[src/hdl/lfss_pkg.sv]
`default_nettype none

package lfss_pkg;

   typedef enum logic [1:0] {
      MODE_IDLE,
      MODE_STEP,
      MODE_OFF,
      MODE_SETTLE
   } mode_type;

   typedef enum logic [1:0] {
      CSR_STEPS_PER_FLOOR = 2'd0,
      CSR_PHASE_TICKS     = 2'd1,
      CSR_SETTLE_TICKS    = 2'd2
   } csr_index_type;

   typedef struct packed {
      logic [11:0] steps_per_floor;
      logic [7:0]  phase_ticks;
      logic [15:0] settle_ticks;
   } lfss_cfg_type;

   typedef struct packed {
      logic [1:0]  floor_now;
      logic [1:0]  shown_floor;
      mode_type    mode;
      logic        going_down;
      logic [13:0] cycles_left;
      logic [1:0]  phase_index;
      logic [15:0] tick_count;
      logic        emergency_prev;
      logic        emergency_latched;
   } lfss_state_type;

   typedef struct packed {
      logic [3:0] coil_pattern;
      logic [1:0] display_floor;
      logic       busy_res;
   } lfss_result_type;

   localparam lfss_cfg_type CFG_RESET = '{
      steps_per_floor: 12'd1000,
      phase_ticks:     8'd4,
      settle_ticks:    16'd1000
   };

   localparam lfss_state_type STATE_RESET = '{
      floor_now:         2'd0,
      shown_floor:       2'd0,
      mode:              MODE_IDLE,
      going_down:        1'b0,
      cycles_left:       14'd0,
      phase_index:       2'd0,
      tick_count:        16'd0,
      emergency_prev:    1'b0,
      emergency_latched: 1'b0
   };

   // Full-step two-coil drive; the downward sequence walks this table backward.
   localparam logic [3:0] COIL_UP [4] = '{4'h3, 4'h6, 4'hC, 4'h9};

endpackage

`default_nettype wire

[src/hdl/lfss_step.sv]
`default_nettype none

module lfss_step
   import lfss_pkg::*;
(
   input  lfss_cfg_type    cfg,
   input  lfss_state_type  state_cur,
   input  logic [2:0]      call_buttons,
   input  logic            emergency_pressed,
   output lfss_state_type  state_next,
   output lfss_result_type result
);

   always_comb begin
      lfss_state_type s;
      logic [7:0]     hold;
      logic [11:0]    spf;
      logic           tgt_ok;
      logic [1:0]     tgt;
      logic [1:0]     floor_gap;
      logic [15:0]    tick_inc;
      logic [1:0]     phase_sel;
      logic [3:0]     coil;
      logic           busy;

      s         = state_cur;
      hold      = (cfg.phase_ticks == 8'd0) ? 8'd1 : cfg.phase_ticks;
      spf       = (cfg.steps_per_floor == 12'd0) ? 12'd1 : cfg.steps_per_floor;
      tgt_ok    = 1'b0;
      tgt       = 2'd0;
      floor_gap = 2'd0;
      coil      = 4'h0;
      busy      = 1'b0;

      if (emergency_pressed && !s.emergency_prev) begin
         s.emergency_latched = 1'b1;
      end
      s.emergency_prev = emergency_pressed;

      // At idle a held emergency from an upper floor wins over the buttons.
      if (s.mode == MODE_IDLE) begin
         if (s.emergency_latched) begin
            s.emergency_latched = 1'b0;
            if (emergency_pressed && s.floor_now[1]) begin
               tgt_ok = 1'b1;
               tgt    = 2'd1;
            end
         end
         if (!tgt_ok) begin
            unique case (s.floor_now)
               2'd0: begin
                  priority if (call_buttons[0]) begin tgt_ok = 1'b1; tgt = 2'd1; end
                  else if (call_buttons[1])     begin tgt_ok = 1'b1; tgt = 2'd2; end
                  else if (call_buttons[2])     begin tgt_ok = 1'b1; tgt = 2'd3; end
                  else begin
                  end
               end
               2'd1: begin
                  priority if (call_buttons[1]) begin tgt_ok = 1'b1; tgt = 2'd2; end
                  else if (call_buttons[2])     begin tgt_ok = 1'b1; tgt = 2'd3; end
                  else begin
                  end
               end
               2'd2: begin
                  priority if (call_buttons[2]) begin tgt_ok = 1'b1; tgt = 2'd3; end
                  else if (call_buttons[0])     begin tgt_ok = 1'b1; tgt = 2'd1; end
                  else begin
                  end
               end
               2'd3: begin
                  priority if (call_buttons[1]) begin tgt_ok = 1'b1; tgt = 2'd2; end
                  else if (call_buttons[0])     begin tgt_ok = 1'b1; tgt = 2'd1; end
                  else begin
                  end
               end
            endcase
         end
         if (tgt_ok) begin
            s.going_down  = (tgt < s.floor_now);
            floor_gap     = s.going_down ? (s.floor_now - tgt) : (tgt - s.floor_now);
            s.cycles_left = 14'(spf) * 14'(floor_gap);
            s.floor_now   = tgt;
            s.phase_index = 2'd0;
            s.tick_count  = 16'd0;
            s.mode        = MODE_STEP;
         end
      end

      // The tick on which a move starts is already a stepping tick.
      tick_inc  = s.tick_count + 16'd1;
      phase_sel = s.going_down ? (2'd3 - s.phase_index) : s.phase_index;

      unique case (s.mode)
         MODE_IDLE: begin
         end
         MODE_STEP: begin
            busy = 1'b1;
            coil = COIL_UP[phase_sel];
            if (tick_inc >= {8'd0, hold}) begin
               s.tick_count = 16'd0;
               if (s.phase_index == 2'd3) begin
                  s.phase_index = 2'd0;
                  if (s.cycles_left <= 14'd1) begin
                     s.cycles_left = 14'd0;
                     s.shown_floor = s.floor_now;
                     s.mode        = MODE_OFF;
                  end else begin
                     s.cycles_left = s.cycles_left - 14'd1;
                  end
               end else begin
                  s.phase_index = s.phase_index + 2'd1;
               end
            end else begin
               s.tick_count = tick_inc;
            end
         end
         MODE_OFF: begin
            busy = 1'b1;
            if (tick_inc >= {8'd0, hold}) begin
               s.tick_count = 16'd0;
               s.mode       = (cfg.settle_ticks != 16'd0) ? MODE_SETTLE : MODE_IDLE;
            end else begin
               s.tick_count = tick_inc;
            end
         end
         MODE_SETTLE: begin
            busy = 1'b1;
            if (tick_inc >= cfg.settle_ticks) begin
               s.tick_count = 16'd0;
               s.mode       = MODE_IDLE;
            end else begin
               s.tick_count = tick_inc;
            end
         end
      endcase

      state_next           = s;
      result.coil_pattern  = coil;
      result.display_floor = s.shown_floor;
      result.busy_res      = busy;
   end

endmodule

`default_nettype wire

[src/hdl/lift_floor_stepper_sequencer_top.sv]
// Channel  Direction  Handshake            Payload
// req      in         req_valid/req_ready  call_buttons[2:0], emergency_pressed
// rsp      out        rsp_valid/rsp_ready  coil_pattern[3:0], display_floor[1:0], busy_res
// csr      in         csr_we               csr_index[1:0], csr_wdata[15:0]
//
// While req_ready is high one item is accepted per cycle; its result is registered, then offered.
// The whole tick update is one pass of logic from the state register to its next value.
// A result register plus a one-entry skid buffer keep req_ready high while one result waits.
// req_ready drops only when both entries hold results that have not been taken.
// Synchronous reset restores the register defaults, idle at floor 0, and empties the outputs.
`default_nettype none

module lift_floor_stepper_sequencer_top
   import lfss_pkg::*;
(
   input  logic        clock,
   input  logic        reset,
   input  logic        req_valid,
   output logic        req_ready,
   input  logic [2:0]  req_call_buttons,
   input  logic        req_emergency_pressed,
   output logic        rsp_valid,
   input  logic        rsp_ready,
   output logic [3:0]  rsp_coil_pattern,
   output logic [1:0]  rsp_display_floor,
   output logic        rsp_busy_res,
   input  logic        csr_we,
   input  logic [1:0]  csr_index,
   input  logic [15:0] csr_wdata
);

   lfss_cfg_type    cfg_ff;
   lfss_cfg_type    cfg_in;
   lfss_state_type  state_ff;
   lfss_state_type  state_in;
   lfss_result_type step_result;
   lfss_result_type out_ff;
   lfss_result_type out_in;
   lfss_result_type skid_ff;
   lfss_result_type skid_in;
   logic            out_valid_ff;
   logic            out_valid_in;
   logic            skid_valid_ff;
   logic            skid_valid_in;
   logic            accept;
   logic            take;

   lfss_step u_step (
      .cfg               (cfg_ff),
      .state_cur         (state_ff),
      .call_buttons      (req_call_buttons),
      .emergency_pressed (req_emergency_pressed),
      .state_next        (state_in),
      .result            (step_result)
   );

   assign req_ready = !skid_valid_ff;
   assign accept    = req_valid && req_ready;
   assign take      = out_valid_ff && rsp_ready;

   always_comb begin
      cfg_in = cfg_ff;
      if (csr_we) begin
         unique case (csr_index)
            CSR_STEPS_PER_FLOOR: cfg_in.steps_per_floor = csr_wdata[11:0];
            CSR_PHASE_TICKS:     cfg_in.phase_ticks     = csr_wdata[7:0];
            CSR_SETTLE_TICKS:    cfg_in.settle_ticks    = csr_wdata;
            default: begin
            end
         endcase
      end
   end

   // The skid entry is always older than a new item, so it drains first.
   always_comb begin
      out_in        = out_ff;
      out_valid_in  = out_valid_ff;
      skid_in       = skid_ff;
      skid_valid_in = skid_valid_ff;
      if (!out_valid_ff || take) begin
         if (skid_valid_ff) begin
            out_in        = skid_ff;
            out_valid_in  = 1'b1;
            skid_valid_in = 1'b0;
         end else if (accept) begin
            out_in       = step_result;
            out_valid_in = 1'b1;
         end else begin
            out_valid_in = 1'b0;
         end
      end else if (accept) begin
         skid_in       = step_result;
         skid_valid_in = 1'b1;
      end
   end

   always_ff @(posedge clock) begin
      if (reset) begin
         cfg_ff        <= CFG_RESET;
         state_ff      <= STATE_RESET;
         out_valid_ff  <= 1'b0;
         skid_valid_ff <= 1'b0;
      end else begin
         cfg_ff        <= cfg_in;
         out_valid_ff  <= out_valid_in;
         skid_valid_ff <= skid_valid_in;
         if (accept) begin
            state_ff <= state_in;
         end
      end
   end

   always_ff @(posedge clock) begin
      out_ff  <= out_in;
      skid_ff <= skid_in;
   end

   assign rsp_valid         = out_valid_ff;
   assign rsp_coil_pattern  = out_ff.coil_pattern;
   assign rsp_display_floor = out_ff.display_floor;
   assign rsp_busy_res      = out_ff.busy_res;

endmodule

`default_nettype wire

[config.mk]
export PLATFORM = sky130hd
export DESIGN_NAME = lift_floor_stepper_sequencer_top
export DESIGN_NICKNAME = d
export VERILOG_FILES = /design/src/hdl/lfss_pkg.sv /design/src/hdl/lfss_step.sv /design/src/hdl/lift_floor_stepper_sequencer_top.sv
export SDC_FILE = /design/constraint.sdc
export NUM_CORES = 1
export LEC_CHECK = 0
export ABC_AREA = 1
export BUFFER_PORTS_ARGS = -buffer_cell sky130_fd_sc_hd__buf_2
export CAP_MARGIN = 20
export CELL_PAD_IN_SITES_DETAIL_PLACEMENT = 2
export CELL_PAD_IN_SITES_GLOBAL_PLACEMENT = 2
export CORE_MARGIN = 1
export CORE_UTILIZATION = 34
export DETAILED_ROUTE_END_ITERATION = 6
export PLACE_DENSITY_LB_ADDON = 0.1
export RECOVER_POWER = 100
export SLEW_MARGIN = 5
export SYNTH_ARGS = -nofsm -noshare
export SYNTH_HDL_FRONTEND = slang
export SYNTH_SLANG_ARGS = --single-unit
[constraint.sdc]
create_clock -name clock -period 5.9 [get_ports clock]
set_clock_uncertainty 0.1 [all_clocks]
set_input_delay 0.59 -clock clock [delete_from_list [all_inputs] [get_ports clock]]
set_output_delay 0.59 -clock clock [all_outputs]
set_load 0.01 [all_outputs]
==> reports/summary.txt, run 1 <==
Post CTS Setup Buffer Count: 0
PostCTS Resize Cnt: 0
Placed Area: 7010 um2
n_diodes: 0
Final Critical Period: 5.41 ns
Synth Flop Type: dfxtp_1
Worst-Skew Late Latency: 0.36 ns
non-filler cells, final: 1299
pre-CTS setup slack: 0.0468 ns
CP dominant cell by count: nand2_1
Async SR Flop Fraction: 0%
Unique masters post-synth: 43
pwr dens: 312 nW/um2
Die Wd: 141 um
final instance area: 7270 um2
crit path setup slack, layout: 0.492 ns
TritonCTS Buffers: 9
port bufs: 35
DRC: 0
final total power: 2.27 mW
Gate Count Post-Synth: 1010
CP required: 6.10 ns
setup_tns: 0 ns
I/O Pins: 36
worst hold start: csr_wdata[8]
max-slew violations: 36
Tot GR Track Use: 23.5%
antenna violations before repair: 0
drt initial violations: 197
worst vdd ir: 0.139 mV
GRT overflow: 0
CTS tree: done
cell area after synthesis: 6580 um2
commonest non-fill, non-tap cell in the layout: nand2_1
final-stage net count: 1105
leakage power: 3.45 nW
Via Count: 6618
via/cell ratio: 5.09
largest net degree at the start of global routing: 41
most frequent cells in the layout: nand2_1, inv_1, nor2_1
P&R area growth vs syn: 10.5%
vias in the first global route: 7248
die area: 19900 um2
ANT nets after route: 0
Fin. Hold Viols: 0
H-tree depth: 3
Max FO, Critical Path: 16
synthesized flop and latch total: 93
Die Y: 141 um
hpwl dp: 16900 um
multiplexer area fraction after synthesis: 0%
crit path kind: flop to flop
fmax: 185 MHz
global-route wire length before repair: 36700 um
Finish-stage setup viols: 0
Worst setup EP type: flop
Syn. warnings: 0
CP peak stage delay: 1.11 ns
Worst EP arrival: 5.61 ns
RSZ-0062 raised after global routing: false
Post-Synth Adder-Cell Area: 8.59%
main combinational cell family by area after synthesis: simple AND/OR/NAND/NOR gates
CP Launch Type: flop
Hold WS: 0.355 ns
Post-Synth Simple-Gate Area: 31.7%
placed cell count: 1283
Worst-path clk slew: 0.08 ns
WL/cell: 16.8 um
core area: 18800 um2
Clock Tree Root: clkbuf_16
R2R Path Start: state_ff[39]
DRT Pass-1 Iters: 4
HP Class: input port to flop
number of synthesized flops with an enable pin: 14
# Max-Cap Violations: 1
Final Cycle Share: 91.7%
gp weighted congestion: 0.816
Avg Cell Area, Syn: 6.51 um2
clock buffer depth: 2
slew of the pin with the lowest slew margin: 1.86 ns
Critical Path Start: state_ff[39]
Slowest-stage cell, CP: o21ai_1
Routed WL: 21900 um
Syn Nets: 1081
register area share after synthesis: 30.4%
share of layout cells above drive strength 1: 8.47%
num rows: 50
Synth Area in Compound Gates: 15.8%
status: complete, but fails checks
failing checks: max-capacitance violations, max-slew violations
fin util: 38.6%
Slew HR: -24.1%
Initial Util: 34.9%
Clock Sinks: 93
CTS Hold Buffers Added: 0
Synth Area in XOR/XNOR: 1.60%
[worst max-delay path, delay by kind of cell (launching register included)]
kind            cells  cell delay, ns
compound gates      2            1.25
xor+xnor            1            0.33
fa+ha+maj           2            0.53
flops               1            0.43
simple gates       19            2.33
buf+inv             4            0.39
[path summary, 6_finish.rpt]
check / endpoint / slack, ns / cells after the start
min: cfg_ff[8] / 0.35 / 3
min reg2reg: state_ff[24] / 0.37 / 2
max: state_ff[8] / 0.49 / 28
max reg2reg: state_ff[8] / 0.49 / 28
[sequential cells by signal, summed over array words and instances (netlist names)]
| signal | flops |
|---|---|
| skid_valid_ff | 1 |
| rsp_display_floor | 2 |
| skid_ff | 7 |
| rsp_busy_res | 1 |
| rsp_coil_pattern | 4 |
| rsp_valid | 1 |
| cfg_ff | 36 |
| state_ff | 41 |
[synthesized netlist by cell type, types with 7 or more instances]
library cell | number | area share, %
nand4_1 | 23 | 2.2
dfxtp_1 | 79 | 24
xor2_1 | 9 | 1.2
nor2_2 | 7 | 0.67
nand3_1 | 59 | 4.5
clkbuf_1 | 27 | 1.5
a31oi_1 | 9 | 0.86
a21oi_1 | 74 | 5.6
nor2_1 | 93 | 5.3
ha_1 | 42 | 8.0
nand3b_1 | 7 | 0.80
o211ai_1 | 22 | 2.5
inv_1 | 160 | 9.1
edfxtp_1 | 14 | 6.4
nand2_1 | 261 | 15
o21ai_0 | 59 | 4.5
[kinds of logic (layout without fill, tap and decap cells)]
logic type               after synthesis  in the layout
AND/OR/NAND/NOR                      478            478
buffers and inverters                201            230
AO/OA/AOI/OAI                        182            182
flip-flops                            93             93
adder cells (fa/ha/maj)               44             44
XOR/XNOR                              12             12
[power by group]
| group | internal [mW] | switching (mW) |
|---|---|---|
| clock network | 0.310 | 0.298 |
| logic | 0.285 | 0.642 |
| registers | 0.701 | 0.0300 |
[layout make-up]
type	instances	area, um2
Fill cell	2358	11600
Clock inverter	6	57.6
Sequential cell	93	2000
Clock buffer	10	239
Inverter	168	631
Tap cell	260	325
Multi-Input combinational cell	716	3790
Timing Repair Buffer	46	231
[routing by layer]
metal	global-route usage [%]	vias to the layer above	part of all wire [%]
li1	-	3312	-
met1	29.6	3240	49
met2	42.3	47	48
met3	3.16	19	1.7
met4	5.43	0	1.4
met5	0	-	0
(Power assumes the default switching activity.)
==> run 2, diff against run 1 <==
--- a/config.mk
+++ b/config.mk
@@ -10,6 +10,7 @@
 export CAP_MARGIN = 20
 export CELL_PAD_IN_SITES_DETAIL_PLACEMENT = 2
 export CELL_PAD_IN_SITES_GLOBAL_PLACEMENT = 2
+export CORE_ASPECT_RATIO = 1.4
 export CORE_MARGIN = 1
 export CORE_UTILIZATION = 34
 export DETAILED_ROUTE_END_ITERATION = 6
==> run 2 against run 1 <==
Compared with the run above: the flow now finishes without violations; core utilization increased by 0.30 points; critical path depth grew 3; maximum frequency is 0.32% lower; flip-flop and latch count unchanged; worst setup slack got worse by 0.017 ns; global-route usage shrank 0.23 points; non-clock buffer count shrank 1; largest cell class unchanged; sequential share of layout area is 0.094 points lower.
==> reports/summary.txt, run 2 (same netlist as run 1, synthesis figures left out) <==
status: finished, final reports clean
Max FO, Critical Path: 12
leakage power: 3.46 nW
ANT nets after route: 0
met2 wire length: 12000 um
Worst-path clk slew: 0.08 ns
r2r worst-path depth: 31
Sequential Area: 2000 um2
number of fill cells: 2369
Initial Util: 35.1%
CP peak stage delay: 0.43 ns
clock share of power: 28.1%
Worst-Skew Late Latency: 0.36 ns
Clock Sinks: 93
H-tree depth: 3
Placed Area: 7010 um2
Via Count: 6640
Die Y: 167 um
hold path endpoint: cfg_ff[8]
n_diodes: 0
Die Wd: 120 um
Fin. Hold Viols: 0
Worst EP arrival: 5.44 ns
final-stage net count: 1104
slew of the pin with the lowest slew margin: 1.25 ns
Final Cycle Share: 91.9%
R2R Path Start: state_ff[39]
M1 WL: 9460 um
largest net degree at the start of global routing: 41
die area: 19900 um2
CP required: 5.92 ns
vias in the first global route: 7261
num rows: 59
top sig layer: met4
fmax: 184 MHz
I/O Pins: 36
global-route wire length before repair: 36900 um
# Max-Cap Violations: 0
sw frac: 42.4%
Largest register FFs: 41
P&R area growth vs syn: 10.9%
pre-CTS setup slack: 0.0395 ns
Slew HR: 16.9%
Post CTS Setup Buffer Count: 0
max-slew violations: 0
Routed WL: 22000 um
DRT Pass-1 Iters: 4
CTS tree: done
Multi-input gate area: 3790 um2
DR WL met3: 269 um
Slowest-stage cell, CP: dfxtp_1
setup_tns: 0 ns
worst reg2reg endpoint: rsp_display_floor[0]
DRC: 0
port bufs: 35
Hold WS: 0.363 ns
core area: 18800 um2
crit path setup slack, layout: 0.475 ns
worst hold start: csr_wdata[8]
Psw: 0.984 mW
Final Critical Period: 5.42 ns
Clock Tree Root: clkbuf_16
clock buffer depth: 2
final total power: 2.32 mW
part of the power in registers: 31.5%
biggest regs: state_ff x41, cfg_ff x36, skid_ff x7
most frequent cells in the layout: nand2_1, inv_1, nor2_1
drt initial violations: 211
commonest non-fill, non-tap cell in the layout: nand2_1
antenna violations before repair: 0
r2r setup slk: 0.48 ns
combinational power share: 40.4%
share of layout cells above drive strength 1: 8.38%
gp weighted congestion: 0.806
TritonCTS Buffers: 9
GRT overflow: 0
hold depth: 3
pwr dens: 318 nW/um2
final instance area: 7300 um2
worst vdd ir: 0.124 mV
Finish-stage setup viols: 0
CP Launch Type: flop
WL/cell: 17.1 um
HP Class: input port to flop
Int Pwr: 1.33 mW
Worst setup EP type: flop
via/cell ratio: 5.18
hpwl dp: 17100 um
Largest Register: state_ff
crit path kind: flop to flop
Tot GR Track Use: 23.3%
run 2: changes by cell type in the layout (fill, tap and decap cells not counted), sizes merged:
cell / delta
inv: -4
clkbuf: -1
bufinv: +1
buf: -1
clkinv: +4
run 2: how the worst max path moves through the flow:
stage,start,end,slack [ns],cells after the start
final,state_ff[39],rsp_display_floor[0],0.48,31
after global placement,req_call_buttons[2],rsp_display_floor[0],0.24,31
after floorplan,req_emergency_pressed,rsp_display_floor[0],1.09,30
after global routing,state_ff[39],rsp_display_floor[0],-0.02,31
after CTS,state_ff[39],rsp_display_floor[0],0.12,31
after detailed placement,req_call_buttons[2],rsp_display_floor[0],0.04,31
run 2: what timing repair did:
action / CTS / global route
endpoints found under the setup margin: 0 / 21
hold endpoints to repair: 0 / 0
hold buffers: 0 / 0
resized for setup: 0 / 5
run 2: metrics by stage:
step / util (%) / std cells
3_3_place_gp: 37.4 / 1266
2_1_floorplan: - / 1010
3_5_place_dp: 37.4 / 1266
5_1_grt: 38.9 / 1282
6_report: 38.9 / 1282
4_1_cts: 39.1 / 1282
run 2: power by group through the flow:
stage / clock (mW) / combinational (mW) / sequential, mW
6_report: 0.651 / 0.936 / 0.731
4_1_cts: 0.674 / 0.968 / 0.731
3_3_place_gp: 0 / 0.931 / 0.743
3_5_place_dp: 0 / 0.957 / 0.746
2_1_floorplan: 0 / 0.669 / 0.740
5_1_grt: 0.688 / 1.07 / 0.737
run 2: cell type report:
cell class	count	share of cell area [%]
multi-input combinational	716	52.0
sequential	93	27.4
inverter	168	8.64
clock buffer	9	3.09
tap	244	4.18
timing repair buffer	45	3.27
clock inverter	7	1.41
run 2: per-layer routing:
metal	vias to the layer above	track usage, %
li1	3308	-
met1	3273	27.0
met2	47	45.1
met3	12	2.33
met4	0	5.11
met5	-	0
run 2: worst max-delay path, delay by kind of cell, from the launching register on:
family / cells / cell delay [ns]
flip-flops: 1 / 0.43
buffers and inverters: 6 / 0.60
AO/OA/AOI/OAI: 3 / 0.39
adder cells (fa/ha/maj): 4 / 1.21
XOR/XNOR: 1 / 0.16
AND/OR/NAND/NOR: 17 / 2.30
